<file path="config.mk">
export PLATFORM = sky130hd
export DESIGN_NAME = jddm_sqrt_cell
export DESIGN_NICKNAME = d
export VERILOG_FILES = /design/src/sv/jddm_sqrt_cell.sv
export SDC_FILE = /design/constraint.sdc
export NUM_CORES = 1
export LEC_CHECK = 0
export BUFFER_PORTS_ARGS = -buffer_cell sky130_fd_sc_hd__buf_4
export CAP_MARGIN = 40
export CORE_UTILIZATION = 45
export DETAILED_ROUTE_END_ITERATION = 10
export GPL_ROUTABILITY_DRIVEN = 0
export HOLD_SLACK_MARGIN = 0.15
export PLACE_DENSITY = 0.84
export SLEW_MARGIN = 0
export SYNTH_ARGS = -nofsm -noshare
export SYNTH_HDL_FRONTEND = slang
export SYNTH_SLANG_ARGS = --single-unit
</file>
<file path="constraint.sdc">
create_clock -name clk_i -period 1.5 [get_ports clk_i]
set_input_delay 0.3 -clock clk_i [delete_from_list [all_inputs] [get_ports clk_i]]
set_output_delay 0.3 -clock clk_i [all_outputs]
set_load 0.1 [all_outputs]
</file>
<file path="src/sv/jddm_sqrt_cell.sv">
// One root-bit cell of the pipelined square-root chain.
module jddm_sqrt_cell #(
  parameter int RADW    = 32,
  parameter int BIT_POS = 30,
  parameter int SBW     = 16
) (
  input  logic            clk_i,
  input  logic            rst_ni,
  input  logic            en_i,
  input  logic            vld_i,
  input  logic [RADW-1:0] x_i,
  input  logic [RADW-1:0] res_i,
  input  logic [SBW-1:0]  sb_i,
  output logic            vld_o,
  output logic [RADW-1:0] x_o,
  output logic [RADW-1:0] res_o,
  output logic [SBW-1:0]  sb_o
);

  localparam logic [RADW-1:0] BIT_V = RADW'(1) << BIT_POS;

  logic            vld_q;
  logic [RADW-1:0] x_q, x_d;
  logic [RADW-1:0] res_q, res_d;
  logic [SBW-1:0]  sb_q;
  logic [RADW-1:0] trial;

  always_comb begin
    trial = res_i + BIT_V;
    if (x_i >= trial) begin
      x_d   = x_i - trial;
      res_d = (res_i >> 1) + BIT_V;
    end else begin
      x_d   = x_i;
      res_d = res_i >> 1;
    end
  end

  always_ff @(posedge clk_i or negedge rst_ni) begin
    if (!rst_ni) begin
      vld_q <= 1'b0;
    end else if (en_i) begin
      vld_q <= vld_i;
    end
  end

  always_ff @(posedge clk_i) begin
    if (en_i) begin
      x_q   <= x_d;
      res_q <= res_d;
      sb_q  <= sb_i;
    end
  end

  assign vld_o = vld_q;
  assign x_o   = x_q;
  assign res_o = res_q;
  assign sb_o  = sb_q;

endmodule

</file>
* Yosys cells after proc, flatten, opt, wreduce, memory -nomap -nowiden
Index checks and enable logic that the tools add are counted.
** Operators by class
- $add $sub $neg :: 3
- $mul :: 0
- Div/mod/pow operators :: 0
- Order comparisons :: 1
- Eq/ne operators :: 0
- Shifts and indexed selects :: 0
- Multiplexer cells :: 2
- Bitwise logic cells :: 0
- Reductions and logical operators :: 0
** Operator list (count)
- 31-bit by 31-bit adder with 32-bit output, second input constant :: 1
- 32-bit by 31-bit adder with 32-bit output, second input constant :: 1
- 32-bit >= comparator :: 1
- 32-bit 2-to-1 mux :: 1
- 32-bit subtractor :: 1
- 31-bit 2-to-1 mux :: 1
** Word-level totals
- Register bits :: 81
- Bits in latches :: 0
- Memory bits (writable) :: 0
- ROM bits :: 0
- Input bits :: 84
- Output and inout bits :: 81
- Logic and storage cells :: 11
- Memories kept :: 0

* Depth between registers and ports, before layout
Gate-level depths: netlist (run 1).
- Depth in word-level cells :: 3
- Gate-level depth with buffers :: 12
- Gate-level depth less buffers :: 11

* Least setup slack after synthesis (run 1)
No wires, ideal clock.
- Path type :: input to register
- Start :: in res_i[2]
- End :: reg x_q[26] (netlist: x_o[26]) (data pin)
- Setup time :: 260 ps
- Arrival time :: 2571 ps
- Required time :: 1240 ps
- Slack :: -1331 ps
- Cell stages on the path :: 11
- Path buffers :: 1
- Cell sequence :: inv_1 ha_1 nor2b_1 o31a_1 o2111ai_2 a21oi_1 a311oi_2 nand4b_1 a21oi_4 buf_6 mux2_2
** On the way
- Cells in the longest elaborated chain, start to end :: 3
- Elaborated cells on any way between the ends :: 4
- Those cells by class :: add/sub (2); order compare (1); mux (1)
** Ends and longest elaborated chain
- start: declaration :: line 12 : input logic [RADW-1:0] res_i,
- 32-bit by 31-bit adder with 32-bit output * :: line 29 : trial = res_i + BIT_V;
- 32-bit subtractor or 32-bit >= comparator (tied branches) :: line 31, 30
- 32-bit 2-to-1 mux * :: line 30 : if (x_i >= trial) begin
- via x_d[26] :: line 23 : logic [RADW-1:0] x_q, x_d;
- end signal: assignment :: line 49 : x_q <= x_d;
- end: declaration :: line 23
The timed path passes the listed nets; every way through them passes the cells marked *.
A chain may end at the register's enable or synchronous reset.

* Worst setup path after layout (run 1)
- Start :: in x_i[20]
- End :: reg x_q[29] (netlist: x_o[29]) (data pin)
** On the way
- Cells in the longest elaborated chain, start to end :: 2
- Elaborated cells on any way between the ends :: 3
- Those cells by class :: add/sub (1); order compare (1); mux (1)
** Ends and longest elaborated chain
- start: declaration :: line 11 : input logic [RADW-1:0] x_i,
- 32-bit subtractor or 32-bit >= comparator (tied branches) :: line 31, 30
- 32-bit 2-to-1 mux * :: line 30
- via x_d[29] :: line 23
Marks and branches as above.

==> summary.md, run 1 <==
| Metric | Value |
|---|---|
| RSZ-0062 raised after global routing | true |
| Worst Clk Skew | 0 ns |
| Synth async-reset ratio | ~1.2% |
| Die H | between 100 and 150 µm |
| Overflow after GRT | 0 |
| Hold crit path type | in2reg |
| Die X | between 100 and 150 µm |
| H-Tree Level Count | 3 |
| CP max FO | 3 |
| Worst skew pair latency | between 0.3 and 0.4 ns |
| DR pass1 iterations | 5 |
| Synth Register Bits | between 80 and 90 |
| Setup WS post-layout | -1.13 ns |
| Port buffer count | 164 |
| Critical path, cell by cell | buf_4 -> ha_1 -> buf_4 -> nand3_1 -> buf_4 -> o31ai_1 -> o22ai_1 -> o21ai_0 -> a211oi_2 -> o21ai_0 -> xor2_1 -> mux2_4 |
| Nets | 873 |
| Crit path required time | roughly 1.6 ns |
| Max Transition Viols Final | 0 |
| Most common cell after layout, fill and taps aside | buf_4 |
| Gate Count Post-Synth | between 400 and 500 |
| Final setup vio count | 34 |
| CP max stage delay | 0.40 ns |
| CTS buffer count | 9 |
| Most frequent cells in the layout | buf_4 (277), edfxtp_1 (80), dlygate4sd3_1 (46), inv_1 (36), a21oi_1 (36) |
| HPWL after detailed placement | between 10000 and 15000 µm |
| Die area | around 11000 µm² |
| IO Count | approximately 170 |
| TritonCTS clock tree | yes |
| Post-synth EDFFs | 80 |
| CP bufs+invs | 3 |
| CP Capture Type | flip-flop |
| Fmax | between 300 and 400 MHz |
| Placement Cell Area | 7100 µm² |
| First-pass GRT wire length | 24200 µm |
| Antenna Nets Post-Route | 0 |
| Drt wl/cell | around 18 µm |
| Worst Max-Slew Pin Slew | between 0.4 and 0.5 ns |
| Synth top area cells | edfxtp_1 (50%), ha_1 (8.3%), mux2_2 (6.1%) |
| CP delay by family, top | compound AO/OA/AOI/OAI gates |
| Synth Cell Area | around 4800 µm² |
| Placed Instances | about 800 |
| Ant diodes | 0 |
| Lkg Pwr | approximately 3.8 nW |
| Sink Count | about 80 |
| Syn nets | roughly 540 |
| Initial cell density of the core | between 40% and 50% |
| Slew HR | between 70% and 80% |
| Fillers | 570 |
| Largest net degree at the start of global routing | 30 |
| Mean Syn Cell Area | between 10 and 15 µm² |
| Area growth syn-to-layout | 68.4% |
| Total negative slack | -33.95 ns |
| Yosys warns | 0 |
| Cell taking the most area after synthesis | edfxtp_1 |
| Post-route cell area | 8100 µm² |
| Post-synth cell types | 47 |
| Critical path launch point type | input port |
| Core box area | 10300 µm² |
| Fin crit period | ~2.6 ns |
| CTS clk-pin slew, worst paths | around 0.090 ns |
| Period utilization | 175% |
| Vias in the first global route | ~5100 |
| Worst Path Arrival | 2.76 ns |
| Failing checks | negative setup slack |
| Share of the synthesized area in the top cell type | between 40 and 50% |
| Flop-to-flop setup slack | between 0.7 and 0.8 ns |
| Share of cells above drive strength 1 | 46.9% |
| Hold_ws | ~0.16 ns |
| Num rows | 37 |
| Total number of vias | slightly below 5000 |
| DR vias/cell | 5.45 |
| Global-route usage over all layers | between 20% and 30% |
| Max clock buf depth | 2 |
| Root Driver | clkbuf_8 |
| CP max stage cell | o21ai_0 |
| Pwr dens | 1120 nW/µm² |
| Total Wirelength | about 16000 µm |
| Initial DRC Count | around 230 |
| Non-Filler Instances | ~900 |
| CP Class | in2reg |
| Antenna violations before repair | 0 |
| Sequential element share of the synthesized area | around half |
| Worst vdd ir | 0.793 mV |
| Final Hold Fails | 0 |
| Outcome | finished with violations |
| Top FF cell, synth | edfxtp_1 |
| DRC | 0 |
| Max Cap Violations | 0 |
| Crit-path most repeated cell | buf_4 |
-- synth_stat cells, types with 3 or more instances --
library cell / count
and2_1: 4
mux2_2: 26
inv_1: 39
o211ai_1: 4
and3_1: 3
nand2_1: 20
nand4_1: 6
a21oi_1: 38
xnor2_1: 16
nor3_1: 4
a21o_1: 11
a31oi_1: 4
buf_6: 3
mux2_1: 4
ha_1: 32
o21ai_0: 17
or3_1: 3
a211oi_1: 4
mux2i_1: 4
nor2b_1: 4
xor2_1: 11
o21a_1: 10
nand3_1: 12
clkbuf_1: 8
o21bai_1: 4
edfxtp_1: 80
nor2_1: 22
-- metal layers --
layer / share of wire, % / vias to the layer above / wire length, µm / global-route usage [%]
met5: 0 / - / 0 / 0
met4: 3.6 / 0 / 573 / 13.4
met3: 7.1 / 60 / 1120 / 6.56
met2: 51 / 263 / 8090 / 49.5
met1: 38 / 2327 / 6090 / 32.2
li1: - / 2236 / - / -
-- logic make-up after synthesis --
| kind of cell | count (synthesis) | share of synthesized area, % |
|---|---|---|
| adders and majority gates | 33 | 8.74 |
| muxes | 34 | 7.85 |
| and+or+nand+nor | 86 | 8.87 |
| DFF | 81 | 50.5 |
| AOI/OAI and AO/OA | 109 | 14.8 |
| buffers and inverters | 50 | 4.37 |
| xor gates and xnor gates | 27 | 4.92 |
-- sequential cells by signal, summed over array words and instances, names as in the netlist --
name / count
res_o: 32
x_o: 32
vld_o: 1
sb_o: 16
-- cell type report --
type                            count  area (µm²)  share of cell area [%]
Multi-Input combinational cell    289        2380                    29.4
Tap cell                          136         170                    2.10
Clock inverter                      6        90.1                    1.11
Sequential cell                    81        2430                    30.0
Clock buffer                       10         128                    1.58
Inverter                           39         159                    1.96
Timing Repair Buffer              336        2750                    33.9
-- worst paths after layout --
kind,startpoint,to,depth (start not counted)
setup / recovery,x_i[20],x_o[29],12
setup reg to reg,vld_o,vld_o,1
hold / removal,vld_i,vld_o,2
min in group asynchronous,rst_ni,vld_o,2
hold reg to reg,vld_o,vld_o,1
max in group asynchronous,rst_ni,vld_o,2
-- repair_timing --
action	CTS	global route
endpoints found under the hold margin	46	1
setup endpoints to repair	34	34
resized for setup	38	18
setup buffers	9	3
cloned	2	0
pin swaps	5	1
hold buffers	45	1
-- report_power, final --
group | switching (W) | internal, W
clock | 0.000875 | 0.000947
combinational | 0.00284 | 0.00157
sequential | 0.0000840 | 0.00279
-- stage by stage --
stage | worst slack (ns) | utilization [%] | total power [W]
floorplan | -1.20 | - | 0.00564
global placement | -1.40 | 68.8 | 0.00677
detailed placement | -1.47 | 68.8 | 0.00685
CTS | -0.969 | 77.5 | 0.00892
global route | -1.17 | 78.5 | 0.00940
finish | -1.13 | 78.5 | 0.00910
No activity file was read; power rests on OpenSTA's default activity.
==> run 2: changes to the inputs <==
- GPL_TIMING_DRIVEN: not set -> 0
==> run 2 against run 1 <==
The run still ends with negative setup slack left. Non-clock buffer count down 104. Core utilization down 8.6 points. Clock power is 9.9% lower. Die area is the same. Maximum frequency increased by 0.66%. Clock-buffer cell count unchanged. Largest cell class is now flip-flops and latches. Register-to-register slack about the same. Total power is 7.9% lower. Setup slack improved by 0.017 ns. Sequential power is essentially flat. Critical endpoint is now x_o[31].
==> summary.md, run 2 (synthesis results as in run 1) <==
| Metric | Value |
|---|---|
| Antenna violations before repair | 0 |
| Worst Clk Skew | 0 ns |
| Non-Filler Instances | roughly 800 |
| Hold_ws | roughly 0.16 ns |
| CP max FO | 4 |
| Die X | between 100 and 150 µm |
| Total number of vias | between 4000 and 5000 |
| CP Capture Type | flip-flop |
| Worst Max-Slew Pin Slew | approximately 0.54 ns |
| Worst skew pair latency | roughly 0.36 ns |
| First-pass GRT wire length | roughly 20000 µm |
| Max Cap Violations | 0 |
| Failing checks | negative setup slack |
| Core box area | 10300 µm² |
| RSZ-0062 raised after global routing | true |
| IO Count | between 150 and 200 |
| Max Transition Viols Final | 0 |
| TritonCTS clock tree | yes |
| Largest net degree at the start of global routing | between 40 and 50 |
| Num rows | 37 |
| Ant diodes | 0 |
| Period utilization | 174% |
| Fillers | 772 |
| DR pass1 iterations | 5 |
| Area growth syn-to-layout | 49.9% |
| H-Tree Level Count | 3 |
| Nets | around 770 |
| Worst Path Arrival | between 2 and 3 ns |
| Hold crit path type | in2reg |
| Overflow after GRT | 0 |
| Max clock buf depth | 2 |
| Placed Instances | between 700 and 800 |
| Final setup vio count | 34 |
| CTS clk-pin slew, worst paths | ~0.07 ns |
| DR vias/cell | between 5 and 6 |
| Hold Path Stages | 1 |
| Worst vdd ir | ~0.63 mV |
| CTS buffer count | 9 |
| Lkg Pwr | ~3.2 nW |
| DRC | 0 |
| Die H | about 110 µm |
| Setup WS post-layout | -1.11 ns |
| CP Class | in2reg |
| Critical path launch point type | input port |
| Share of cells above drive strength 1 | a little under two fifths |
| Initial cell density of the core | between 40% and 50% |
| Initial DRC Count | around 210 |
| Die area | 11100 µm² |
| Util after Layout | between 60% and 70% |
| Antenna Nets Post-Route | 0 |
| Final Hold Fails | 0 |
| Crit path required time | 1.61 ns |
| Global-route usage over all layers | 23.2% |
| Sink Count | 81 |
| Pwr dens | approximately 1200 nW/µm² |
| Slew HR | 64.0% |
| HPWL after detailed placement | between 8000 and 9000 µm |
| R2R depth | 1 |
| Fmax | between 300 and 400 MHz |
| Outcome | finished with violations |
| Most frequent cells in the layout | buf_4 (176), edfxtp_1 (80), dlygate4sd3_1 (46), inv_1 (37), a21oi_1 (33) |
| Most common cell after layout, fill and taps aside | buf_4 |
| Total Wirelength | between 10000 and 15000 µm |
| Drt wl/cell | ~16 µm |
| Port buffer count | 164 |
| Vias in the first global route | between 4000 and 5000 |
| Root Driver | clkbuf_8 |
| Fin crit period | 2.61 ns |
[run 2: cell types whose count changed in the layout (fill, tap and decap cells not counted), sizes merged]
| cell | delta |
|---|---|
| clkbuf | +4 |
| clkinv | +3 |
| buf | -108 |
| bufinv | -1 |
| inv | -2 |
[run 2: final cells by class]
type	count	area, µm²	share of cell area (%)
inverters	39	159	2.20
flip-flops and latches	81	2430	33.7
clock inverters	6	68.8	0.954
clock buffers	10	128	1.77
repair buffers	226	1860	25.8
well taps	136	170	2.36
plain buffers	6	61.3	0.850
multi-input cells	289	2340	32.4
[run 2: stage by stage]
stage	TNS, ns	power, W	instance area, µm²	setup WS [ns]
after floorplan	-38.59	0.00564	4890	-1.20
after global placement	-53.81	0.00641	6290	-1.75
after detailed placement	-55.51	0.00648	6310	-1.80
after CTS	-35.35	0.00828	7120	-1.09
after global routing	-39.32	0.00867	7210	-1.20
final	-36.18	0.00838	7210	-1.11
[run 2: routing by layer]
| layer | GRT usage (%) | wire length (µm) |
|---|---|---|
| met2 | 40.3 | 6500 |
| met1 | 27.7 | 5250 |
| met4 | 9.26 | 355 |
| met5 | 0 | 0 |
| met3 | 5.63 | 981 |
[run 2: power by group]
group / switching [W] / leakage (nW) / internal [W]
combinational: 0.00267 / 2.29 / 0.00122
sequential: 0.0000668 / 0.795 / 0.00279
clock: 0.000860 / 0.0964 / 0.000776
total: 0.00360 / 3.18 / 0.00478
[run 2: critical path, cell delays in order]
cell and delay, ns:
buf_8 0.11, inv_12 0.05, ha_4 0.13, fa_2 0.22
nor2b_4 0.05, o31a_1 0.28, o2111ai_2 0.21, a21oi_2 0.09
a311oi_2 0.25, nand4b_1 0.20, a21oi_4 0.21, buf_4 0.15
buf_4 0.14, mux2_2 0.33
[run 2: path summary, 6_finish.rpt]
kind	start	end	slack (ns)
min in group asynchronous	rst_ni	vld_o	0.26
worst min register to register	vld_o	vld_o	0.53
max in group asynchronous	rst_ni	vld_o	1.16
worst min-delay path	res_i[1]	res_o[0]	0.16
worst max-delay path	x_i[0]	x_o[31]	-1.11
worst max register to register	vld_o	vld_o	0.75
[run 2: timing repair]
action / 4_1_cts / 5_1_grt
endpoints found under the setup margin: 34 / 34
hold endpoints to repair: 46 / 0
resized for setup: 20 / 13
pin swaps: 2 / 3
setup buffers: 9 / 5
gates cloned: 0 / 1
hold buffers: 46 / 0
